### src/rtl/core/ems_pkg.sv
package ems_pkg;

  localparam int MAX_POINTS = 1024;
  localparam int ADDR_W     = $clog2(MAX_POINTS);
  localparam int CNT_W      = 11;
  localparam int MAG_W      = 16;
  localparam int SUM_W      = 26;
  localparam int SQ_W       = 32;
  localparam int BIT_CNT_W  = $clog2(MAG_W);

  typedef struct packed {
    logic busy;
    logic done;
  } unit_stat_t;

endpackage

### src/rtl/core/ems_sqrt.sv
module ems_sqrt
  import ems_pkg::*;
(
  input  logic             clk,
  input  logic             rst_n,
  input  logic             start,
  input  logic [SQ_W-1:0]  operand,
  output unit_stat_t       stat,
  output logic [MAG_W-1:0] root
);

  logic [SQ_W-1:0] rem_r, rem_nxt;
  logic [SQ_W-1:0] root_r, root_nxt;
  logic [SQ_W-1:0] bit_r, bit_nxt;
  logic [SQ_W-1:0] trial;
  logic            busy_r, done_r;

  // one result bit per cycle, bit walks down by two places
  always_comb begin
    trial    = root_r + bit_r;
    rem_nxt  = rem_r;
    root_nxt = root_r >> 1;
    bit_nxt  = bit_r >> 2;
    if (rem_r >= trial) begin
      rem_nxt  = rem_r - trial;
      root_nxt = (root_r >> 1) + bit_r;
    end
  end

  always_ff @(posedge clk) begin
    if (!rst_n) begin
      busy_r <= 1'b0;
      done_r <= 1'b0;
    end else begin
      done_r <= 1'b0;
      if (start) begin
        busy_r <= 1'b1;
        rem_r  <= operand;
        root_r <= '0;
        bit_r  <= SQ_W'(1) << (SQ_W - 2);
      end else if (busy_r) begin
        rem_r  <= rem_nxt;
        root_r <= root_nxt;
        bit_r  <= bit_nxt;
        if (bit_r[0]) begin
          busy_r <= 1'b0;
          done_r <= 1'b1;
        end
      end
    end
  end

  assign stat.busy = busy_r;
  assign stat.done = done_r;
  assign root      = root_r[MAG_W-1:0];

endmodule

### config.mk
export PLATFORM = sky130hd
export DESIGN_NAME = ems_sqrt
export DESIGN_NICKNAME = d
export VERILOG_FILES = /design/src/rtl/core/ems_pkg.sv /design/src/rtl/core/ems_sqrt.sv
export SDC_FILE = /design/constraint.sdc
export NUM_CORES = 1
export LEC_CHECK = 0
export ABC_AREA = 1
export BUFFER_PORTS_ARGS = -buffer_cell sky130_fd_sc_hd__clkbuf_2
export CORE_AREA = 2 2 139 141
export DETAILED_ROUTE_END_ITERATION = 7
export DIE_AREA = 0 0 141 143
export GPL_ROUTABILITY_DRIVEN = 0
export GPL_TIMING_DRIVEN = 0
export HOLD_SLACK_MARGIN = 0.06
export PLACE_DENSITY = 0.67
export SETUP_SLACK_MARGIN = 0.15
export SKIP_CTS_REPAIR_TIMING = 1
export SLEW_MARGIN = 5
export SYNTH_ARGS = -nofsm -noshare
export SYNTH_HDL_FRONTEND = slang
export SYNTH_SLANG_ARGS = --single-unit
### constraint.sdc
create_clock -name clk -period 4.9 [get_ports clk]
set_input_delay 0.49 -clock clk [delete_from_list [all_inputs] [get_ports clk]]
set_output_delay 0.49 -clock clk [all_outputs]
set_load 0.01 [all_outputs]
== Yosys cells after proc, flatten, opt, wreduce, memory -nomap -nowiden ==
Cells that the tools add are included.
Word-level totals
  bits in registers: 82
  bits in latches: 0
  memory bits (writable): 0
  bits in read-only memories: 0
  bits of input ports: 35
  output and inout bits: 18
  memories: 0
Operators by class
  add/subtract/negate cells: 3
  $mul: 0
  divide/modulo/power cells: 0
  magnitude comparators: 1
  equality and inequality tests: 0
  shifts and indexed selects: 0
  muxes and demuxes: 10
  bitwise operators: 2
  reductions and logical operators: 5
Operators by type and width (count)
  $mux W32: 5
  $add A31 B31 Y32: 1
  $add A32 B31 Y32: 1
  $ge A32 B32 Y1: 1
  $sub A32 B32 Y32: 1
  $mux W31: 1
  $mux W1: 4
  $reduce_bool A2 Y1: 2
  $reduce_and A3 Y1: 1
  $reduce_or A3 Y1: 1
  $not A1 Y1: 2
  $reduce_and A2 Y1: 1

== Depth between registers and ports, before layout ==
  depth after elaboration: 5
  depth in mapped cells: 23
  gate-level depth less buffers: 23

== Worst setup path before layout ==
No wires, ideal clock.
  path type: input port to flip-flop
  start: input start
  end: register rem_r[0], enable pin
  library setup time: 0.387 ns
  data arrival time: 4.058 ns
  slack: 0.456 ns
  stages on the path: 5
  buffers on the path: 1
  path through: clkbuf_1 inv_2 a21oi_1 nand2_1 inv_1
Between the ends
  word-level cells in the longest chain between the ends: 2
  elaborated cells on any way between the ends: 3
  classes of those cells: reduce/logical (3)
Ends and longest elaborated chain
  start: declaration: RTL line ems_sqrt.sv:6  | input logic start,
  $reduce_bool A2 Y1 (no line)
  $reduce_and A3 Y1 (no line) *
  end signal: assignment: RTL line ems_sqrt.sv:38  | rem_r <= operand;
  end signal: assignment: RTL line ems_sqrt.sv:42  | rem_r <= rem_nxt;
  end: declaration: RTL line ems_sqrt.sv:12  | logic [SQ_W-1:0] rem_r, rem_nxt;
Mark *: on every way between the ends. The rest lies on a longest branch, timed or not.
A chain may end at the register's enable or synchronous reset.

== Worst setup path in the final report ==
  start: register root_r[20]
  end: register rem_r[4], enable pin
Between the ends
  word-level cells in the longest chain between the ends: 4
Ends and longest elaborated chain
  start: declaration: RTL line ems_sqrt.sv:13  | logic [SQ_W-1:0] root_r, root_nxt;
  start signal: assignment: RTL line ems_sqrt.sv:43  | root_r <= root_nxt;
  $add A32 B31 Y32: RTL line ems_sqrt.sv:20  | trial = root_r + bit_r;
  $ge A32 B32 Y1: RTL line ems_sqrt.sv:24  | if (rem_r >= trial) begin
  $reduce_bool A2 Y1 (no line)
  $reduce_and A3 Y1 (no line)
No other way between the ends.

==> metrics.md <==
| Metric | Value |
|---|---|
| Capture point of the worst reg-to-reg path | rem_r[4] |
| PortBufs | 52 |
| Pwr per Cell Area | around 330 nW/um^2 |
| WP data arrival | around 4.6 ns |
| Dpl cells | 1,745 |
| Synth-to-Final Area Change | 10.4% |
| Hold Slack | between 0.3 and 0.4 ns |
| Avg WL per Cell | approximately 15 microns |
| Core Area | about 19,000 sq um |
| Synth Register Bits | a little over 80 |
| R2r setup slk | between 0.3 and 0.4 ns |
| Worst Setup SP | root_r[20] |
| Most common cell after layout, fill and taps aside | nand2_1 |
| Chip height | about 140 microns |
| CTS Buf Count | 9 |
| Post-synthesis cell area | around 9000 sq um |
| RSZ-0062 raised after global routing | no |
| 1st-iter DRT viols | between 600 and 700 |
| Die extent in x | 141 microns |
| Maximum VDD drop | between 100 and 150 uV |
| Synth async-reset ratio | 0 |
| Initial antenna violation count | 0 |
| Post-layout util | 0.546 |
| Routed vias | a little over 9k |
| EDFF count, synth | 80 |
| Die Footprint | approximately 20,000 sq um |
| Slew @ Worst Pin | a little under 1 ns |
| Critical path type | reg -> reg |
| Hold Crit Class | in -> reg |
| CTS tree | done |
| Final min period | between 4 and 5 ns |
| Largest net degree at the start of global routing | 33 |
| Clock Sinks | 82 |
| Crit end category | flip-flop |
| F_max | ~220 MHz |
| Total GRT Usage | 0.271 |
| Yosys Warn Count | 0 |
| Clock transition at path regs | around 0.070 ns |
| Clock skew | 0.0108 ns |
| First-pass GRT wire length | between 40,000 and 50,000 microns |
| Htree depth | 3 |
| Post-synthesis instance total | 1,458 |
| Worst R2R Path Depth | 19 |
| Post-Syn Nets | roughly 1.6k |
| Final hold violations | 0 |
| Final period util | 0.919 |
| Remaining DRCs | 0 |
| Insertion delay to the later sink of the worst-skew pair | 0.36 ns |
| Cell Count, Final, Fillers Out | around 1.8k |
| Startpoint Class | flip-flop |
| Yosys cell types | slightly above 40 |
| Initial core utilization | 0.495 |
| Max-slew violations | 0 |
| Worst Path Max Fanout | 16 |
| Drt total wl | around 27,000 microns |
| Clock buffer depth | 2 |
| FF-to-FF Start | root_r[20] |
| Most used DFF post-synth | edfxtp_1 |
| FP Rows | 50 |
| Commonest cells after routing, fill and taps aside | nand2_1 (521), inv_1 (247), nand3_1 (129) |
| Worst EP required | around 5 ns |
| Nets | 1,629 |
| ANT cells | 0 |
| Post-Syn Area per Cell | 6.31 sq um |
| Leakage | 5.36 nW |
| I/O Pins | 53 |
| Hpwl dp | 21,700 microns |
| Crit path to | rem_r[4] |
| Post-synthesis sequential area ratio | 0.266 |
| Total grt overflow | 0 |
| Max Cap Viol | 0 |
| Total negative setup slack | 0 ns |
| Number of global-route vias before repair | approximately 8.7k |
| Final ANT Viol Nets | 0 |
| Endpoints failing setup | 0 |
| Post-DR vias/cell | about 5.2 |
| Clock Root Buffer | clkbuf_16 |
| Share of post-route cells with drive strength above 1 | 0.0914 |
| Slew margin rel. | 0.351 |
| Drt pass-1 iters | 5 |
| Status | complete, no violations |
-- registers in the layout, indices dropped and copies added (netlist names) --
name / flops
done_r: 1
rem_r: 32
root_r: 32
bit_r: 16
busy_r: 1
-- final cells by class --
class | count | area [sq um]
inverters | 251 | 946
multi-input cells | 1082 | 5550
plain buffers | 43 | 272
repair buffers | 57 | 335
clock buffers | 9 | 225
repair inverters | 1 | 7.51
clock inverters | 7 | 76.3
flip-flops and latches | 82 | 2440
fillers | 1956 | 8430
well taps | 234 | 293
-- how the worst min path moves through the flow --
stage	depth (start not counted)	slack [ns]	to	startpoint
floorplan	2	0.44	done_r	busy_r
global placement	2	0.46	done_r	busy_r
detailed placement	2	0.53	done_r	busy_r
CTS	1	0.32	bit_r[30]	start
global route	1	0.34	bit_r[30]	start
finish	1	0.33	bit_r[30]	start
-- Yosys cell counts, drive strengths merged, types with 7 or more instances --
cell type	n	area share
nor2	116	0.049
nand4	30	0.020
inv	251	0.10
nor3	9	0.0049
nand3	131	0.073
edfxtp	80	0.26
or2	7	0.0048
nand3b	14	0.011
ha	66	0.090
a21oi	47	0.028
o21ai	66	0.041
nand2	526	0.22
clkbuf	7	0.0029
buf	36	0.027
xnor2	19	0.018
xor2	26	0.025
-- stage by stage --
stage / instance area, sq um / setup WS, ns / power (W)
floorplan: 9200 / 0.456 / 0.00222
global placement: 9750 / -1.50 / 0.00259
detailed placement: 9780 / -0.265 / 0.00262
CTS: 10100 / -0.329 / 0.00334
global route: 10100 / 0.159 / 0.00363
finish: 10100 / 0.399 / 0.00338
-- worst max-delay path: stages (launching register included) --
cell and delay, ns:
edfxtp_1 0.55, ha_1 0.48, nand2_1 0.12, nor2_1 0.20, nand2_1 0.10, nor4_1 0.26, nand2_1 0.16, nand2_1 0.11
xnor2_1 0.16, ha_1 0.36, a21oi_2 0.19, nor2_1 0.08, o21ai_2 0.11, nand2_1 0.11, a21oi_4 0.30, nand3_4 0.18
buf_6 0.20, nand2_1 0.22, clkinvlp_4 0.17, buf_12 0.18
-- metal layers --
metal	wire, microns	global-route usage	vias up
li1	-	-	4778
met1	12200	0.354	4126
met2	12400	0.461	263
met3	1130	0.0208	59
met4	1140	0.125	0
met5	0	0	-
-- power breakdown --
part / switching [W] / total [W] / internal (W) / leakage [nW]
combinational: 0.00107 / 0.00168 / 0.000605 / 4.43
sequential: 0.0000847 / 0.000975 / 0.000891 / 0.785
clock: 0.000327 / 0.000726 / 0.000399 / 0.142
total: 0.00148 / 0.00338 / 0.00190 / 5.36
-- cell families after synthesis --
| family | Yosys count | synth area share |
|---|---|---|
| AO/OA/AOI/OAI | 126 | 0.0794 |
| XOR/XNOR | 45 | 0.0429 |
| adder cells (fa/ha/maj) | 67 | 0.0920 |
| buffers and inverters | 294 | 0.132 |
| flip-flops | 82 | 0.266 |
| AND/OR/NAND/NOR | 844 | 0.388 |
(Power assumes the default switching activity.)
