<file path="src/rtl/core/ems_pkg.sv">
package ems_pkg;

  localparam int MAX_POINTS = 1024;
  localparam int ADDR_W     = $clog2(MAX_POINTS);
  localparam int CNT_W      = 11;
  localparam int MAG_W      = 16;
  localparam int SUM_W      = 26;
  localparam int SQ_W       = 32;
  localparam int BIT_CNT_W  = $clog2(MAG_W);

  typedef struct packed {
    logic busy;
    logic done;
  } unit_stat_t;

endpackage

</file>
<file path="src/rtl/core/ems_div.sv">
module ems_div
  import ems_pkg::*;
(
  input  logic             clk,
  input  logic             rst_n,
  input  logic             start,
  input  logic [SUM_W-1:0] dividend,
  input  logic [CNT_W-1:0] divisor,
  output unit_stat_t       stat,
  output logic [MAG_W-1:0] quotient
);

  localparam int STEP_W = $clog2(SUM_W);

  logic [CNT_W-1:0]  rem_r;
  logic [SUM_W-1:0]  quo_r;
  logic [CNT_W-1:0]  div_r;
  logic [STEP_W-1:0] step_r;
  logic              busy_r, done_r;
  logic [CNT_W:0]    trial;
  logic              take;

  // restoring division, one quotient bit per cycle
  always_comb begin
    trial = {rem_r, quo_r[SUM_W-1]};
    take  = (trial >= {1'b0, div_r});
  end

  always_ff @(posedge clk) begin
    if (!rst_n) begin
      busy_r <= 1'b0;
      done_r <= 1'b0;
    end else begin
      done_r <= 1'b0;
      if (start) begin
        busy_r <= 1'b1;
        rem_r  <= '0;
        quo_r  <= dividend;
        div_r  <= divisor;
        step_r <= '0;
      end else if (busy_r) begin
        if (take) begin
          rem_r <= CNT_W'(trial - {1'b0, div_r});
        end else begin
          rem_r <= trial[CNT_W-1:0];
        end
        quo_r  <= {quo_r[SUM_W-2:0], take};
        step_r <= step_r + 1'b1;
        if (step_r == STEP_W'(SUM_W - 1)) begin
          busy_r <= 1'b0;
          done_r <= 1'b1;
        end
      end
    end
  end

  assign stat.busy = busy_r;
  assign stat.done = done_r;
  assign quotient  = quo_r[MAG_W-1:0];

endmodule

</file>
<file path="config.mk">
export PLATFORM = sky130hd
export DESIGN_NAME = ems_div
export DESIGN_NICKNAME = d
export VERILOG_FILES = /design/src/rtl/core/ems_pkg.sv /design/src/rtl/core/ems_div.sv
export SDC_FILE = /design/constraint.sdc
export NUM_CORES = 1
export LEC_CHECK = 0
export BUFFER_PORTS_ARGS = -buffer_cell sky130_fd_sc_hd__buf_2
export CELL_PAD_IN_SITES_DETAIL_PLACEMENT = 1
export CELL_PAD_IN_SITES_GLOBAL_PLACEMENT = 1
export CORE_MARGIN = 5
export CORE_UTILIZATION = 48
export CTS_CLUSTER_SIZE = 25
export DETAILED_ROUTE_END_ITERATION = 10
export PLACE_DENSITY_LB_ADDON = 0.1
export SYNTH_ARGS = -nofsm -noshare
export SYNTH_HDL_FRONTEND = slang
export SYNTH_SLANG_ARGS = --single-unit
</file>
<file path="constraint.sdc">
create_clock -name clk -period 5.1 [get_ports clk]
set_input_delay 0 -clock clk [delete_from_list [all_inputs] [get_ports clk]]
set_output_delay 0 -clock clk [all_outputs]
set_load 0.005 [all_outputs]
</file>
======== Word-level counts from Yosys, hierarchy flattened ========
Index checks and enable logic that the tools add are counted.
Widths: inputs -> output; s select.
word-level totals
  flip-flop bits (word level) ............. 55
  logic and storage cells ................. 25
operators by class
  $lt $le $gt $ge ......................... 1
  $add $sub $neg .......................... 2
  mux-type cells .......................... 9
  bitwise gates (word level) .............. 2
  reductions and logical operators ........ 4
  equality and inequality tests ........... 1
operators with widths
  cell                 count
  $mux 26              2
  $mux 11              2
  $ge 12x11->1         1
  $sub 11x11->11       1
  $add 5x1->5 const B  1
  $eq 5x5->1 const B   1
  $mux 5               1
  $mux 1               4
  $reduce_and 2->1     2
  $reduce_or 3->1      1
  $not 1->1            2
  $reduce_bool 2->1    1

======== Depth between registers and ports, before layout ========
  depth after elaboration ................. 4
  gate-level depth with buffers ........... 10
  gate-level depth less buffers ........... 9

======== Worst setup path before layout ========
No wires, ideal clock.
  path type ............................... register -> register
  start ................................... register div_r[0]
  end ..................................... register rem_r[10] (data pin)
  buffers on the path ..................... 0
  period minus slack after synthesis ...... 2.257 ns
  stages on the path, launching flop included .. 9
  slack ................................... 2.843 ns
  required time ........................... 4.843 ns
  arrival time ............................ 2.000 ns
  setup time .............................. 0.257 ns
  cell sequence ........................... edfxtp_1 -> ha_1 -> fa_1 -> nand2b_1 -> a21o_1 -> a211oi_1 -> o21ai_0 -> a21o_1 -> a32o_1
between the ends
  word-level cells in the longest chain between the ends .. 3
RTL lines
  what                                                   line                          text
  start: declaration                                     ems_div.sv:17                 logic [CNT_W-1:0] div_r;
  start signal: assignment                               ems_div.sv:39                 div_r <= divisor;
  $sub 11x11->11 / $ge 12x11->1 (equally long branches)  ems_div.sv:43, ems_div.sv:26
  $mux 11 (*)                                            ems_div.sv:42                 if (take) begin
  $mux 11 (*)                                            ems_div.sv:41                 end else if (busy_r) begin
  end signal: assignment                                 ems_div.sv:43                 rem_r <= CNT_W'(trial - {1'b0, div_r});
  end signal: assignment                                 ems_div.sv:45                 rem_r <= trial[CNT_W-1:0];
  end: declaration                                       ems_div.sv:15                 logic [CNT_W-1:0] rem_r;
Every way passes the cells marked *; elsewhere a longest branch is shown, timed or not. The select of a mux whose other input is x is not followed.
A chain may end at the register's enable or synchronous reset.

======== Worst setup path in the final report ========
  start ................................... register quo_r[25]
  end ..................................... register rem_r[10] (data pin)
between the ends
  word-level cells in the longest chain between the ends .. 3
RTL lines
  what                                                   line                          text
  start: declaration                                     ems_div.sv:16                 logic [SUM_W-1:0] quo_r;
  start signal: assignment                               ems_div.sv:38                 quo_r <= dividend;
  start signal: assignment                               ems_div.sv:47                 quo_r <= {quo_r[SUM_W-2:0], take};
  $sub 11x11->11 / $ge 12x11->1 (equally long branches)  ems_div.sv:43, ems_div.sv:26
  $mux 11 (*)                                            ems_div.sv:42
  $mux 11 (*)                                            ems_div.sv:41
Marked as above.

==> metrics.cfg <==
[die]
die-width_um=88.3
initial_utilization_pct=49.4
design.portCount=58
die_y_um=88.3
core_region_area_sq_um=5960
die_outline_area_sq_um=7800
rows=28

[yosys]
synth_cells=224
syn_avg_cell_area_sq_um=13.1
synthesis.area_sq_um=2940
synth_xor_xnor_area_share_pct=2.68
synth_warnings=0
syn-num-nets=278
post_synth_fa_ha_maj_area_fraction_pct=6.21
synth_top_family_by_area=multiplexers
simple_gate_area_share_of_the_yosys_netlist_pct=7.14
synthDistinctLibCells=39
synth_mux_area_share_pct=12.0
synth_compound_area_share_pct=8.72
yosysSeqAreaShare_pct=55.4
synth-seq-cells=55

[clocking]
cts.root.buffer_cell=clkbuf_8
cts_max_level=2
worstSkewPairLatency_ps=300
clk_pin_slew_worst_paths_ps=100
clock_sinks=55
number_of_buffers_created_by_cts=5
tritoncts=yes
max-clock-path-buffers=2
cts_resized=0

[route]
drt.antenna.violating_nets=0
route.detailed.drc=0
dr.first_iter.drc_count=67
routed_wirelength_um=6080
via_per_inst=5.18
route.vias.total=1941
wire_per_inst_um=16.2
drt_pre_antenna_iters=4

[sta]
skew_final_ps=7.08
setup_viol_count_final=0
report.final.slew_viol_count=0
layout_setup_ws_ps=2480
report.final.hold_viol_count=0
max_slew_margin_pct=31.7
fin_crit_ps=2620
rsz0062_at_grt=false
hold_ws_ps=4.69
timing_worst_slew_pin_value_ps=1020
final.period_utilization_pct=51.4
fmax_mhz=382
final.setup.tns_ps=0

[critical_path]
crit_type=reg -> reg
cp.required_ps=5170
worstSetupStartpoint=quo_r[25]
endpoint_kind=register
r2r_end=rem_r[10]
timing.rr.start=quo_r[25]
endpoint=rem_r[10]
path_max_fanout=14
cp-start-kind=register
length_in_cells_of_the_worst_reg_to_reg_path=9
critical_path_arrival_ps=2690
reg2reg_setup_slack_ps=2480

[placement]
gp_routability_congestion=0.722
instance_area_after_placement_sq_um=3160
port_buffers=57
dpl.cell_count=332
dp_slack_ps=2430
detailedPlacementHpwl_um=4220

[layout]
finish.instance_area_sq_um=3620
diodes=0
nFillCells=620
area_delta_synth_final_pct=22.9
finalCoreUtilization_pct=60.7
instances_no_fill=375
finalNetCount=353
share_of_cells_above_drive_strength_1_pct=32.7

[global_routing]
global_route.overflow_total=0
track_usage_pct=17.2
grt_first_pass_wirelength_um=10100
antenna_violations_before_repair=0
grt_start_max_net_pins=48
via_count_of_the_first_global_routing_pass=2141

[power_and_ir_drop]
worst_ir_drop_vdd_mv=0.183
fin_total_pwr_mw=1.09
p_leak_nw=1.47
powerDensity_nw_per_um2=302

[worst_hold_path]
timing.hold.worst.class=in -> reg
hold_start=dividend[2]

[run_status]
outcome=completed

[flow_run]
max-cap-violations=0

==> where the power goes <==
part	switching [mW]	internal (mW)	leakage [nW]	total [mW]
Sequential	0.0168	0.541	0.524	0.558
Combinational	0.129	0.127	0.886	0.257
Clock	0.135	0.144	0.0556	0.279
==> final cells by class <==
type,instances,area (sq um),area share [%]
tap,75,93.8,2.60
timing repair buffer,92,636,17.6
clock buffer,5,68.8,1.90
sequential,55,1630,45.1
multi-input combinational,128,1080,30.0
inverter,17,63.8,1.76
clock inverter,3,38.8,1.07
==> sequential cells by signal, indices dropped and copies added, names as in the netlist <==
name / count
quo_r: 26
done_r: 1
busy_r: 1
div_r: 11
rem_r: 11
step_r: 5
==> synth_stat cells <==
| cell type | n | share of area (%) |
|---|---|---|
| mux2i_1 | 5 | 1.7 |
| clkbuf_1 | 3 | 0.38 |
| o211ai_1 | 2 | 0.51 |
| buf_4 | 18 | 4.6 |
| a32o_1 | 1 | 0.34 |
| a21oi_1 | 5 | 0.85 |
| ha_1 | 13 | 5.5 |
| nand3b_1 | 1 | 0.26 |
| a21oi_4 | 1 | 0.55 |
| o41ai_2 | 1 | 0.55 |
| a2111oi_4 | 1 | 0.94 |
| nor2b_1 | 3 | 0.64 |
| xor2_1 | 2 | 0.60 |
| o21ai_2 | 2 | 0.60 |
| nand4_1 | 2 | 0.43 |
| and2b_1 | 1 | 0.26 |
| o31a_1 | 1 | 0.30 |
| nand4b_1 | 1 | 0.30 |
| a21o_1 | 4 | 1.0 |
| nand2_1 | 5 | 0.64 |
| o21a_1 | 6 | 1.5 |
| nand3_1 | 3 | 0.51 |
| mux2_2 | 27 | 10 |
| a211o_1 | 1 | 0.30 |
| a211oi_1 | 1 | 0.26 |
| edfxtp_1 | 53 | 54 |
| and2_1 | 1 | 0.21 |
| nand2b_1 | 2 | 0.43 |
| xnor2_1 | 7 | 2.1 |
| o21ai_0 | 4 | 0.68 |
| nor3_1 | 3 | 0.51 |
| buf_6 | 1 | 0.38 |
| fa_1 | 1 | 0.68 |
| inv_1 | 17 | 2.2 |
| a22o_1 | 1 | 0.30 |
| nor2_1 | 19 | 2.4 |
| dfxtp_1 | 2 | 1.4 |
| buf_1 | 2 | 0.26 |
| nor3_4 | 1 | 0.55 |
==> cell usage in the layout (no fill, tap or decap), drive strengths merged, types with 2 or more instances in the layout <==
cell,count
buf,57
mux2,27
nand4,2
dfxtp,2
o211ai,2
edfxtp,53
nand2b,2
xnor2,7
clkbuf,5
nor3,4
mux2i,5
o21a,6
nor2,19
clkinv,2
dlygate4sd3,35
nor2b,3
inv,17
xor2,2
o21ai,6
a21oi,6
a21o,4
nand3,3
ha,13
nand2,5
==> critical path, stage by stage, from the launching register on <==
cell      delay (ps)
edfxtp_1         380
inv_1             80
ha_1             210
fa_1             230
nand2b_1         140
a21o_1           190
a21oi_4           80
o21ai_2          640
nor2_1           170
a32o_1           270
==> cell families after synthesis <==
group / after synthesis
AOI/OAI and AO/OA: 31
xor gates and xnor gates: 9
adders and majority gates: 14
buffers and inverters: 41
DFF: 55
muxes: 32
and+or+nand+nor: 42
==> how the worst min path moves through the flow <==
stage / to / slack [ps] / cells past startpoint
final: quo_r[2] / 5 / 2
after detailed placement: div_r[7] / 180 / 1
after global placement: div_r[6] / 180 / 1
after CTS: quo_r[2] / 4 / 2
after global routing: quo_r[21] / 6 / 2
after floorplan: div_r[0] / 100 / 0
==> per-layer routing <==
metal  track usage (%)  up-vias  wire [um]
met5                 0        -          0
met4              5.22        0         95
met3              4.38       10        256
met2              30.6       38       3210
met1              20.4      948       2520
li1                  -      945          -
==> timing repair <==
action	in CTS	in global routing
endpoints found under the hold margin	32	3
hold buffers	32	3
setup buffers	0	0
(Power assumes the default switching activity.)
